**config.mk**
```make
export PLATFORM = sky130hd
export DESIGN_NAME = binary_erosion_cross
export DESIGN_NICKNAME = d
export VERILOG_FILES = /design/src/hw/rtl/bec_pkg.sv /design/src/hw/rtl/binary_erosion_cross.sv /design/src/hw/rtl/bec_cell.sv /design/src/hw/rtl/bec_skid.sv
export VERILOG_INCLUDE_DIRS = /design/src /design/src/hw/rtl
export SDC_FILE = /design/constraint.sdc
export NUM_CORES = 1
export LEC_CHECK = 0
export ABC_AREA = 1
export BUFFER_PORTS_ARGS = -buffer_cell sky130_fd_sc_hd__buf_2
export CORE_UTILIZATION = 65
export CTS_CLUSTER_DIAMETER = 120
export DETAILED_ROUTE_END_ITERATION = 16
export GPL_ROUTABILITY_DRIVEN = 0
export PLACE_DENSITY = 0.82
export SETUP_SLACK_MARGIN = 0.5
export SLEW_MARGIN = 40
export SYNTH_ARGS = -nofsm -noshare
export SYNTH_HDL_FRONTEND = slang
export SYNTH_SLANG_ARGS = --single-unit
```
**constraint.sdc**
```tcl
create_clock -name clk -period 31.4 [get_ports clk]
set_clock_uncertainty 0.05 [all_clocks]
set_input_delay 9.42 -clock clk [delete_from_list [all_inputs] [get_ports clk]]
set_output_delay 9.42 -clock clk [all_outputs]
set_load 0.01 [all_outputs]
```
**src/hw/rtl/assert_macros.svh**
```systemverilog
// Assertion macros shared by the erosion block's RTL files.
`ifndef ASSERT_MACROS_SVH
`define ASSERT_MACROS_SVH

// Same-cycle implication, checked on clk, disabled while rst_n is low.
`define BEC_ASSERT_IMP(lbl, pre, post) \
  lbl: assert property (@(posedge clk) disable iff (!rst_n) (pre) |-> (post)) \
    else $error("erosion block: implication check failed");

// Next-cycle implication, checked on clk, disabled while rst_n is low.
`define BEC_ASSERT_NXT(lbl, pre, post) \
  lbl: assert property (@(posedge clk) disable iff (!rst_n) (pre) |=> (post)) \
    else $error("erosion block: next-cycle check failed");

`endif

```
**src/hw/rtl/bec_pkg.sv**
```systemverilog
// Types and constants of the cross-shaped binary erosion block.
`default_nettype none

package bec_pkg;

  localparam int FRAME_WIDTH_W  = 9;
  localparam int FRAME_HEIGHT_W = 12;
  localparam int CFG_INDEX_W    = 2;
  localparam int CFG_DATA_W     = 12;

  localparam logic [FRAME_WIDTH_W-1:0]  FRAME_WIDTH_RST  = 9'd160;
  localparam logic [FRAME_HEIGHT_W-1:0] FRAME_HEIGHT_RST = 12'd120;

  typedef enum logic [CFG_INDEX_W-1:0] {
    REG_FRAME_WIDTH  = 2'd0,
    REG_FRAME_HEIGHT = 2'd1
  } cfg_reg_t;

  // One column of the two-row line store: upper row bit and centre row bit.
  typedef struct packed {
    logic upper;
    logic centre;
  } col_pair_t;

  typedef struct packed {
    logic eroded;
    logic frame_end;
  } result_t;

endpackage

`default_nettype wire

```
**src/hw/rtl/binary_erosion_cross.sv**
```systemverilog
// Top level of the cross-shaped binary erosion block.
`default_nettype none
`include "assert_macros.svh"

// Streaming 3x3 cross erosion of a binary mask in raster order. One pixel is
// accepted per clock cycle while the output skid slot is free: the two-row
// line store is a circular chain of MAX_WIDTH one-column cells that all
// shift together on each accepted pixel, with the loop closed at the cell
// chosen by frame_width. Result pixel (r,c)
// leaves one row behind the input, when pixel (r+1,c) is accepted; the first
// row of each frame gives no results, and after the frame_height rows the
// source sends one padding row (values ignored) that flushes the last row,
// whose final pixel carries out_frame_end. Border pixels always give 0.
// Results pass through an output register with a skid slot, so input keeps
// flowing while one result waits. Write frame_width and frame_height only
// between frames, when no request is in flight.
module binary_erosion_cross #(
  parameter int MAX_WIDTH = 256
) (
  input  wire logic                                 clk,
  input  wire logic                                 rst_n,
  input  wire logic                                 in_valid,
  output logic                                      in_ready,
  input  wire logic                                 in_pixel,
  output logic                                      out_valid,
  input  wire logic                                 out_ready,
  output logic                                      out_eroded,
  output logic                                      out_frame_end,
  input  wire logic                                 cfg_valid,
  output logic                                      cfg_ready,
  input  wire logic [bec_pkg::CFG_INDEX_W-1:0]      cfg_index,
  input  wire logic [bec_pkg::CFG_DATA_W-1:0]       cfg_data
);

  localparam int CIW = (MAX_WIDTH > 1) ? $clog2(MAX_WIDTH) : 1;
  localparam int WW  = (CIW + 1 > bec_pkg::FRAME_WIDTH_W) ? CIW + 1
                                                          : bec_pkg::FRAME_WIDTH_W;
  localparam int HW  = bec_pkg::FRAME_HEIGHT_W;

  logic [bec_pkg::FRAME_WIDTH_W-1:0] frame_width_r, frame_width_nxt;
  logic [HW-1:0]                     frame_height_r, frame_height_nxt;
  logic [CIW-1:0]                    col_r, col_nxt;
  logic [HW-1:0]                     row_r, row_nxt;
  logic                              centre_pixel_r, centre_pixel_nxt;

  logic [WW-1:0]  fw_ext, w_eff, col_ext, c_ext;
  logic [HW-1:0]  h_eff, rw;
  logic [CIW-1:0] c;
  logic           accept, last_col, px, emit, e_ok;
  logic           skid_ready;

  bec_pkg::col_pair_t cell_q  [MAX_WIDTH];
  bec_pkg::col_pair_t head_in;
  bec_pkg::result_t   res, out_data;

  assign cfg_ready = 1'b1;

  // Effective frame size: zero acts as one, width clamps to the store depth.
  always_comb begin
    fw_ext = WW'(frame_width_r);
    if (fw_ext == '0) begin
      w_eff = WW'(1);
    end else if (fw_ext > WW'(MAX_WIDTH)) begin
      w_eff = WW'(MAX_WIDTH);
    end else begin
      w_eff = fw_ext;
    end
    h_eff = (frame_height_r == '0) ? HW'(1) : frame_height_r;
  end

  // Position of this pixel; restart positions left beyond the frame size.
  always_comb begin
    col_ext  = WW'(col_r);
    c        = (col_ext >= w_eff) ? '0 : col_r;
    c_ext    = WW'(c);
    rw       = (row_r > h_eff) ? '0 : row_r;
    last_col = (c_ext + WW'(1)) >= w_eff;
    px       = (rw < h_eff) ? in_pixel : 1'b0;
    emit     = (rw != '0);
    e_ok     = (rw >= HW'(2)) && (rw < h_eff) && (c != '0) && !last_col;
  end

  assign in_ready = skid_ready;
  assign accept   = in_valid && in_ready;

  // Cell 0 holds the current column, cell 1 the one to its right.
  always_comb begin
    res.eroded    = e_ok & cell_q[0].upper & cell_q[0].centre & cell_q[1].centre
                    & centre_pixel_r & px;
    res.frame_end = (rw == h_eff) && last_col;
    head_in.upper  = cell_q[0].centre;
    head_in.centre = px;
  end

  for (genvar k = 0; k < MAX_WIDTH; k++) begin : g_cell
    bec_cell u_cell (
      .clk      (clk),
      .shift_en (accept),
      .tail     (w_eff == WW'(k + 1)),
      .head_in  (head_in),
      .next_in  ((k == MAX_WIDTH - 1) ? head_in : cell_q[(k + 1) % MAX_WIDTH]),
      .q        (cell_q[k])
    );
  end

  always_comb begin
    col_nxt          = col_r;
    row_nxt          = row_r;
    centre_pixel_nxt = centre_pixel_r;
    frame_width_nxt  = frame_width_r;
    frame_height_nxt = frame_height_r;
    if (accept) begin
      centre_pixel_nxt = cell_q[0].centre;
      if (last_col) begin
        col_nxt = '0;
        row_nxt = (rw >= h_eff) ? '0 : rw + HW'(1);
      end else begin
        col_nxt = c + CIW'(1);
        row_nxt = rw;
      end
    end
    if (cfg_valid) begin
      case (bec_pkg::cfg_reg_t'(cfg_index))
        bec_pkg::REG_FRAME_WIDTH:  frame_width_nxt  = cfg_data[bec_pkg::FRAME_WIDTH_W-1:0];
        bec_pkg::REG_FRAME_HEIGHT: frame_height_nxt = cfg_data[HW-1:0];
        default: ;
      endcase
    end
  end

  always_ff @(posedge clk) begin
    if (!rst_n) begin
      frame_width_r  <= bec_pkg::FRAME_WIDTH_RST;
      frame_height_r <= bec_pkg::FRAME_HEIGHT_RST;
      col_r          <= '0;
      row_r          <= '0;
      centre_pixel_r <= 1'b0;
    end else begin
      frame_width_r  <= frame_width_nxt;
      frame_height_r <= frame_height_nxt;
      col_r          <= col_nxt;
      row_r          <= row_nxt;
      centre_pixel_r <= centre_pixel_nxt;
    end
  end

  bec_skid u_skid (
    .clk        (clk),
    .rst_n      (rst_n),
    .push       (accept && emit),
    .push_data  (res),
    .push_ready (skid_ready),
    .out_valid  (out_valid),
    .out_ready  (out_ready),
    .out_data   (out_data)
  );

  assign out_eroded    = out_data.eroded;
  assign out_frame_end = out_data.frame_end;

  // The last pixel of a frame sits on the bottom-right border.
  `BEC_ASSERT_IMP(a_frame_end_is_border, out_valid && out_frame_end, !out_eroded)

endmodule

`default_nettype wire

```
**src/hw/rtl/bec_cell.sv**
```systemverilog
// One line-store cell: holds one column of the upper and centre rows.
`default_nettype none

module bec_cell (
  input  wire logic              clk,
  input  wire logic              shift_en,
  input  wire logic              tail,
  input  wire bec_pkg::col_pair_t head_in,
  input  wire bec_pkg::col_pair_t next_in,
  output bec_pkg::col_pair_t     q
);

  bec_pkg::col_pair_t q_r;
  bec_pkg::col_pair_t q_nxt;

  // The tail cell closes the loop and takes the freshly written column.
  always_comb begin
    q_nxt = q_r;
    if (shift_en) begin
      q_nxt = tail ? head_in : next_in;
    end
  end

  always_ff @(posedge clk) begin
    q_r <= q_nxt;
  end

  assign q = q_r;

endmodule

`default_nettype wire

```
**src/hw/rtl/bec_skid.sv**
```systemverilog
// Two-entry output register with skid stage for the result channel.
`default_nettype none
`include "assert_macros.svh"

module bec_skid (
  input  wire logic            clk,
  input  wire logic            rst_n,
  input  wire logic            push,
  input  wire bec_pkg::result_t push_data,
  output logic                 push_ready,
  output logic                 out_valid,
  input  wire logic            out_ready,
  output bec_pkg::result_t     out_data
);

  logic              main_valid_r, main_valid_nxt;
  logic              skid_valid_r, skid_valid_nxt;
  bec_pkg::result_t  main_r, main_nxt;
  bec_pkg::result_t  skid_r, skid_nxt;
  logic              pop;

  assign pop        = main_valid_r && out_ready;
  assign push_ready = !skid_valid_r;

  always_comb begin
    main_valid_nxt = main_valid_r;
    skid_valid_nxt = skid_valid_r;
    main_nxt       = main_r;
    skid_nxt       = skid_r;
    if (skid_valid_r) begin
      // advance the held request once the main slot drains
      if (pop) begin
        main_nxt       = skid_r;
        skid_valid_nxt = 1'b0;
      end
    end else if (push) begin
      if (!main_valid_r || pop) begin
        main_nxt       = push_data;
        main_valid_nxt = 1'b1;
      end else begin
        skid_nxt       = push_data;
        skid_valid_nxt = 1'b1;
      end
    end else if (pop) begin
      main_valid_nxt = 1'b0;
    end
  end

  always_ff @(posedge clk) begin
    if (!rst_n) begin
      main_valid_r <= 1'b0;
      skid_valid_r <= 1'b0;
    end else begin
      main_valid_r <= main_valid_nxt;
      skid_valid_r <= skid_valid_nxt;
    end
    main_r <= main_nxt;
    skid_r <= skid_nxt;
  end

  assign out_valid = main_valid_r;
  assign out_data  = main_r;

  `BEC_ASSERT_IMP(a_skid_behind_main, skid_valid_r, main_valid_r)
  `BEC_ASSERT_NXT(a_skid_holds_on_stall, skid_valid_r && !out_ready, skid_valid_r)

endmodule

`default_nettype wire

```
==> results of run 1 <==
## flip-flops by register name (all words and copies together), names as in the netlist
| name | cells |
|---|---|
| row_r | 12 |
| g_cell.u_cell.q | 512 |
| frame_height_r | 12 |
| centre_pixel_r | 1 |
| frame_width_r | 9 |
| u_skid.skid_valid_r | 1 |
| u_skid.out_valid | 1 |
| u_skid.out_data | 2 |
| col_r | 8 |
| u_skid.skid_r | 2 |
## worst register-to-register path: cells and delay by family (launching register included)
family,cells,cell delay (ns)
and+or+nand+nor,12,3.37
AOI/OAI and AO/OA,7,1.10
adders and majority gates,3,0.73
DFF,1,0.39
buffers and inverters,3,0.32
## per-stage QoR
| step | total power, uW | utilization | std cells | instance area [sq um] | hold WS, ns |
|---|---|---|---|---|---|
| after floorplan | 966.0 | - | 2492 | 25430 | 0.3794 |
| after global placement | 978.4 | 0.6694 | 2950 | 25870 | 0.3993 |
| after detailed placement | 985.2 | 0.6751 | 2959 | 26090 | 0.4074 |
| after CTS | 1609 | 0.7189 | 3059 | 27780 | 0.4116 |
| after global routing | 1651 | 0.7193 | 3060 | 27800 | 0.4443 |
| final | 1608 | 0.7193 | 3060 | 27800 | 0.4088 |
## layout make-up
type	count	area, sq um	share of cell area
clock inverters	25	198.9	0.007157
multi-input cells	1712	8165	0.2937
inverters	124	485.5	0.01746
clock buffers	75	1493	0.05370
repair buffers	46	431.7	0.01553
well taps	518	648.1	0.02332
flip-flops and latches	560	16380	0.5891
## power groups by stage
stage | Clock, uW | Combinational [uW] | Sequential [uW]
2_1_floorplan | 0 | 66.4 | 900
5_1_grt | 663 | 108 | 880
3_3_place_gp | 0 | 87.8 | 891
6_report | 635 | 96.2 | 877
4_1_cts | 637 | 95.3 | 877
3_5_place_dp | 0 | 94.5 | 891
## cell usage in the layout, fill, tap and decap left out, drive strengths merged
cell type  count
a21o           1
a21oi         57
a31oi          1
and2           2
and3           1
buf           46
bufinv         2
clkbuf        75
clkinv        23
conb           1
dfxtp         44
edfxtp       516
ha            46
inv          124
nand2        855
nand3         35
nand3b         6
nand4         14
nor2         121
nor3          15
nor4           3
o211ai         6
o21a          73
o21ai        468
o21bai         1
o22ai          1
o41ai          1
or2            1
xnor2          1
xor2           2
## layer usage
layer | vias to the layer above | wire, um
met5 | - | 0
met4 | 0 | 1771
met3 | 124 | 5635
met2 | 865 | 27500
li1 | 8675 | -
met1 | 8671 | 23250
## path summary, 6_finish.rpt
path | from | end | depth (start not counted)
max reg2reg | frame_width_r[5] | row_r[2] | 25
min | frame_height_r[0] | frame_height_r[0] | 2
min reg2reg | frame_height_r[0] | frame_height_r[0] | 2
max | in_valid | g_cell[160].u_cell.q[1] | 5
## kinds of logic after synthesis
| logic type | Yosys count | share of synthesized area |
|---|---|---|
| other | 1 | 0.0001475 |
| adder cells (fa/ha/maj) | 46 | 0.02263 |
| AO/OA/AOI/OAI | 609 | 0.1284 |
| AND/OR/NAND/NOR | 1053 | 0.1675 |
| buffers and inverters | 220 | 0.03631 |
| XOR/XNOR | 3 | 0.001033 |
| flip-flops | 560 | 0.6440 |
## synthesized netlist by cell type (all sizes together) (2+ instances only)
| cell type | instances |
|---|---|
| xor2 | 2 |
| nand4 | 14 |
| nand2 | 855 |
| inv | 123 |
| a21oi | 57 |
| nand3b | 6 |
| o21a | 73 |
| dfxtp | 44 |
| clkbuf | 65 |
| edfxtp | 516 |
| nor4 | 3 |
| nor3 | 15 |
| nor2 | 121 |
| nand3 | 35 |
| ha | 46 |
| o21ai | 468 |
| buf | 31 |
| o211ai | 6 |
| and2 | 2 |
==> summary.txt, run 1 <==
Critical path
  – R2R Setup Slk: between 20 and 30 ns
  – WS Path Type: primary input to flip-flop
  – Startpoint Class: primary input
  – Crit-path leading delay family: buffers and inverters
  – Slowest CP cell: inv_12
  – Critical path peak fanout: between 100 and 150
  – CP Cell Sequence: buf_2, nand2_2, inv_12, buf_12, buf_16
  – Kind of end point of the critical path: flip-flop
  – Critical Path AT: 11.61 ns
  – Critical path buffers and inverters: 4
  – Critical Path RT: between 30 and 40 ns
  – CP peak stage delay: approximately 0.58 ns

Synth
  – Yosys cell types: 40
  – Mapped Area: around 25000 sq um
  – Post-synth EDFFs: 516
  – Share of the synthesized area in the top cell type: 0.6093
  – FF+latch count, synth: 560
  – Ys async rst share: 0
  – Yosys top cell by area: edfxtp_1
  – Synthesized Nets: 2558
  – Cell count after synthesis: between 2000 and 2500
  – Top FF cell, synth: edfxtp_1
  – Synth top area cells: edfxtp_1 (61%), nand2_1 (13%), o21ai_0 (8.6%)
  – Syn_area_per_cell: ~10 sq um
  – Seq/Total Area, Yosys: 0.6440
  – Synth warn: 0

Timing
  – Slew Limit Fails: 0
  – Hold violation count in the final report: 0
  – Setup_tns: 0 ns
  – Worst slew margin: 0.3961
  – RSZ-0062 raised after global routing: no
  – Final setup violation count: 0
  – Tightest Pin Transition: about 0.90 ns
  – Final worst-path setup slack: ~20 ns
  – Final Critical Period: ~11 ns
  – Fmax: a little under 90 MHz
  – Period utilisation layout: 0.3625

Min path
  – Hold Crit Class: flip-flop to flip-flop

Layout
  – Area Overhead vs Synth: 9.314%
  – Ant. Diodes: 0
  – Share of layout cells above drive strength 1: 0.07120
  – Fillers: about 2600
  – Layout Nets: roughly 2600

Global routing
  – GRT Overall Usage: 0.2971
  – Pin count of the biggest net entering global routing: ~140
  – Global route hottest layer: met2
  – Global-route wire length before repair: 91160 um
  – Met1 usage: 0.4217
  – Met3 GRT Util: 0.04688
  – Initial antenna violation count: 0
  – Vias in the first global route: between 15000 and 20000
  – Met2 Usage GRT: 0.4725
  – Remaining Overflow, GRT: 0

Power and ir drop
  – Pwr per Cell Area: 57.83 nW/um^2
  – Net Switching: between 300 and 400 uW
  – Internal power: 1239 uW
  – LEAKAGE: 0.01054 uW
  – Peak supply drop: 0.00005036 V
  – Sequential Power Share: 0.545
  – Clock network power share: 0.395
  – Switch share: 0.2293
  – Combinational power share: 0.060

Floorplan
  – # IOs: 25
  – Die W: roughly 200 um
  – Row cnt: between 70 and 80
  – Die ar.: around 40000 sq um
  – Die Ht: roughly 200 um
  – Starting Density: 0.6580
  – CORE AREA: 38650 sq um

Route
  – Iteration-0 DRC Markers: 2320
  – DR pass1 iterations: 6
  – Total wire length: approximately 58000 um
  – DR DRC count: 0
  – Via density: 5.992
  – Antenna Violating Nets Remaining: 0
  – Via Count: roughly 18000
  – DR WL/cell: around 19 um

Place
  – Count of input and output buffers: 23
  – Detail Placement HPWL: roughly 34000 um
  – Dpl ws: a little under 20 ns

CTS
  – Clock Sinks: 560
  – Post-CTS Setup Bufs: 0
  – H-Tree Depth: 2
  – CTS max path bufs: 3
  – CTS Buf Count: 56
  – Worst-Skew Late Latency: about 0.62 ns
  – Hold buffer count at cts: 0
  – CTS resizes: 0
  – CTS tree: done
  – Root Driver: clkbuf_16
  – Clk pin slew, worst setup/hold paths: 0.06 ns

Status
  – Status: finished, final reports clean

Run
  – Max Cap Viol: 0
(Power assumes the default switching activity.)
==> run 2: changes to the inputs <==
--- a/config.mk
+++ b/config.mk
@@ -8,11 +8,11 @@
 export LEC_CHECK = 0
 export ABC_AREA = 1
 export BUFFER_PORTS_ARGS = -buffer_cell sky130_fd_sc_hd__buf_2
-export CORE_UTILIZATION = 65
+export CORE_UTILIZATION = 63
 export CTS_CLUSTER_DIAMETER = 120
 export DETAILED_ROUTE_END_ITERATION = 16
 export GPL_ROUTABILITY_DRIVEN = 0
-export PLACE_DENSITY = 0.82
+export PLACE_DENSITY = 0.79
 export SETUP_SLACK_MARGIN = 0.5
 export SLEW_MARGIN = 40
 export SYNTH_ARGS = -nofsm -noshare
==> constraint.sdc (replaced) <==
create_clock -name clk -period 10.99 [get_ports clk]
set_clock_uncertainty 0.05 [all_clocks]
set_input_delay 3.297 -clock clk [delete_from_list [all_inputs] [get_ports clk]]
set_output_delay 3.297 -clock clk [all_outputs]
set_load 0.01 [all_outputs]
==> run 2 against run 1 <==
Net effect:
- die area grew 3.1%
- register-to-register slack lost 20 ns
- first-iteration DRC count shrank 3.5%
- setup slack lost 15 ns
- sequential share of layout area grew 0.20 points
==> summary.txt, run 2 (same netlist as run 1, synthesis figures left out) <==
Floorplan
  – CORE AREA: 39730 sq um (+2.8%)
  – Row cnt: 73 (+1.4%)
  – Die Ht: 202.9 um (+1.6%)
  – Die ar.: 41170 sq um (+3.1%)
  – Die W: 202.9 um (+1.6%)
  – Starting Density: 0.6400 (-0.01796)
  – # IOs: 25 (unchanged)

Critical path
  – Kind of end point of the critical path: flip-flop
  – CP peak stage delay: 0.62 ns (+0.04 ns)
  – Startpoint Class: flip-flop
  – Crit-path leading delay family: simple AND/OR/NAND/NOR gates
  – Critical Path RT: 11.46 ns (-20.17 ns)
  – Critical path peak fanout: 11 (-92%)
  – WS Path Type: flip-flop to flip-flop
  – Slowest CP cell: nor2_1
  – Critical path buffers and inverters: 3 (-1)
  – Critical Path AT: 6.37 ns (-5.24 ns)

CTS
  – CTS max path bufs: 3 (unchanged)
  – Post-CTS Setup Bufs: 0 (unchanged)
  – Clock Sinks: 560 (unchanged)
  – CTS Buf Count: 53 (-5.4%)
  – Root Driver: clkbuf_16
  – CTS resizes: 0 (unchanged)
  – CTS tree: done
  – H-Tree Depth: 2 (unchanged)
  – Hold buffer count at cts: 0 (unchanged)
  – Clk pin slew, worst setup/hold paths: 0.06 ns (about the same)
  – Worst-Skew Late Latency: 0.61 ns (about the same)

Place
  – Placed cell area: 26030 sq um (-0.22%)
  – Count of input and output buffers: 23 (unchanged)
  – Dpl ws: 5.234 ns (-14.17 ns)
  – Detail Placement HPWL: 32940 um (-4.1%)

Global routing
  – Global-route wire length before repair: 90590 um (-0.62%)
  – Initial antenna violation count: 0 (unchanged)
  – Vias in the first global route: 17380 (+0.61%)
  – GRT Overall Usage: 0.2831 (-0.01401)
  – Pin count of the biggest net entering global routing: 170 (+19%)
  – Remaining Overflow, GRT: 0 (unchanged)

Timing
  – Hold violation count in the final report: 0 (unchanged)
  – Final setup violation count: 0 (unchanged)
  – Tightest Pin Transition: 0.9114 ns (+0.007710 ns)
  – Fmax: 169.4 MHz
  – Final Critical Period: just under 6 ns
  – Period utilisation layout: 0.5371
  – Setup_tns: 0 ns (unchanged)
  – Slew Limit Fails: 0 (unchanged)
  – Final worst-path setup slack: 5.087 ns (-14.93 ns)
  – RSZ-0062 raised after global routing: no
  – Worst slew margin: 0.3909 (-0.005152)

Layout
  – Layout Nets: 2561 (-0.19%)
  – Area Overhead vs Synth: 8.940%
  – Commonest cells after routing, fill and taps aside: nand2_1 (850), edfxtp_1 (516), o21ai_0 (437)
  – Leading cell type in the layout, fill and taps excluded: nand2_1
  – Max FFs per register: 512 (unchanged)
  – Post-route cell area: 27700 sq um (-0.34%)
  – Share of layout cells above drive strength 1: 0.07185 (+0.0006478)
  – Ant. Diodes: 0 (unchanged)

Power and ir drop
  – Tot Pwr: 4538 uW (+180%)
  – Pwr per Cell Area: 163.8 nW/um^2 (+180%)
  – Peak supply drop: 0.0001454 V (+190%)
  – LEAKAGE: 0.01049 uW (-0.52%)

Run
  – Max Cap Viol: 0 (unchanged)

Route
  – Via Count: 18150 (-0.99%)
  – DR WL/cell: 18.65 um (-1.9%)
  – Via density: 5.936 (-0.93%)
  – Iteration-0 DRC Markers: 2238 (-3.5%)
  – DR DRC count: 0 (unchanged)
  – Total wire length: 57020 um (-2.0%)
  – Antenna Violating Nets Remaining: 0 (unchanged)
  – DR pass1 iterations: 7 (+1)

Status
  – Status: finished, final reports clean

Min path
  – Hold Crit Class: flip-flop to flip-flop
## run 2: cell count changes in the layout (fill, tap and decap cells not counted), sizes merged
cell / delta
bufinv: +1
inv: -2
clkbuf: -6
buf: -2
clkinvlp: +1
clkinv: -1
## run 2: path summary, 6_finish.rpt
| path | start | to | slack, ns | cells after the start |
|---|---|---|---|---|
| hold reg to reg | frame_height_r[0] | frame_height_r[0] | 0.42 | 2 |
| hold / removal | frame_height_r[0] | frame_height_r[0] | 0.42 | 2 |
| setup reg to reg | frame_width_r[1] | row_r[4] | 5.09 | 25 |
| setup / recovery | frame_width_r[1] | row_r[4] | 5.09 | 25 |
## run 2: cell type report
type	count	area, sq um
clock buffers	69	1429
fillers	2806	12030
inverters	124	474.2
clock inverters	24	191.4
flip-flops and latches	560	16380
multi-input cells	1712	8194
well taps	525	656.9
repair buffers	44	381.6
## run 2: stage by stage
step                      utilization  hold WS (ns)  cells
final                          0.6972        0.4168   3058
after detailed placement       0.6552        0.4074   2963
after global placement         0.6528        0.4060   2960
after floorplan                     -        0.3794   2492
after CTS                      0.6960        0.4158   3056
after global routing           0.6972        0.4406   3058
## run 2: per-layer routing
metal / track usage / share of wire / vias to the layer above
met2: 0.4656 / 0.48 / 753
li1: - / - / 8664
met1: 0.3861 / 0.41 / 8623
met4: 0.1028 / 0.031 / 0
met3: 0.04141 / 0.078 / 113
met5: 0 / 0 / -
## run 2: tightest hold or removal path, cell delays in order (launching register included)
cell and delay, ns:
dfxtp_1 0.29, inv_1 0.07, a21oi_1 0.06
## run 2: power by group
part / total (uW) / internal (uW) / switching, uW
logic: 276 / 78.3 / 197
clock network: 1760 / 980 / 779
registers: 2500 / 2460 / 39.0
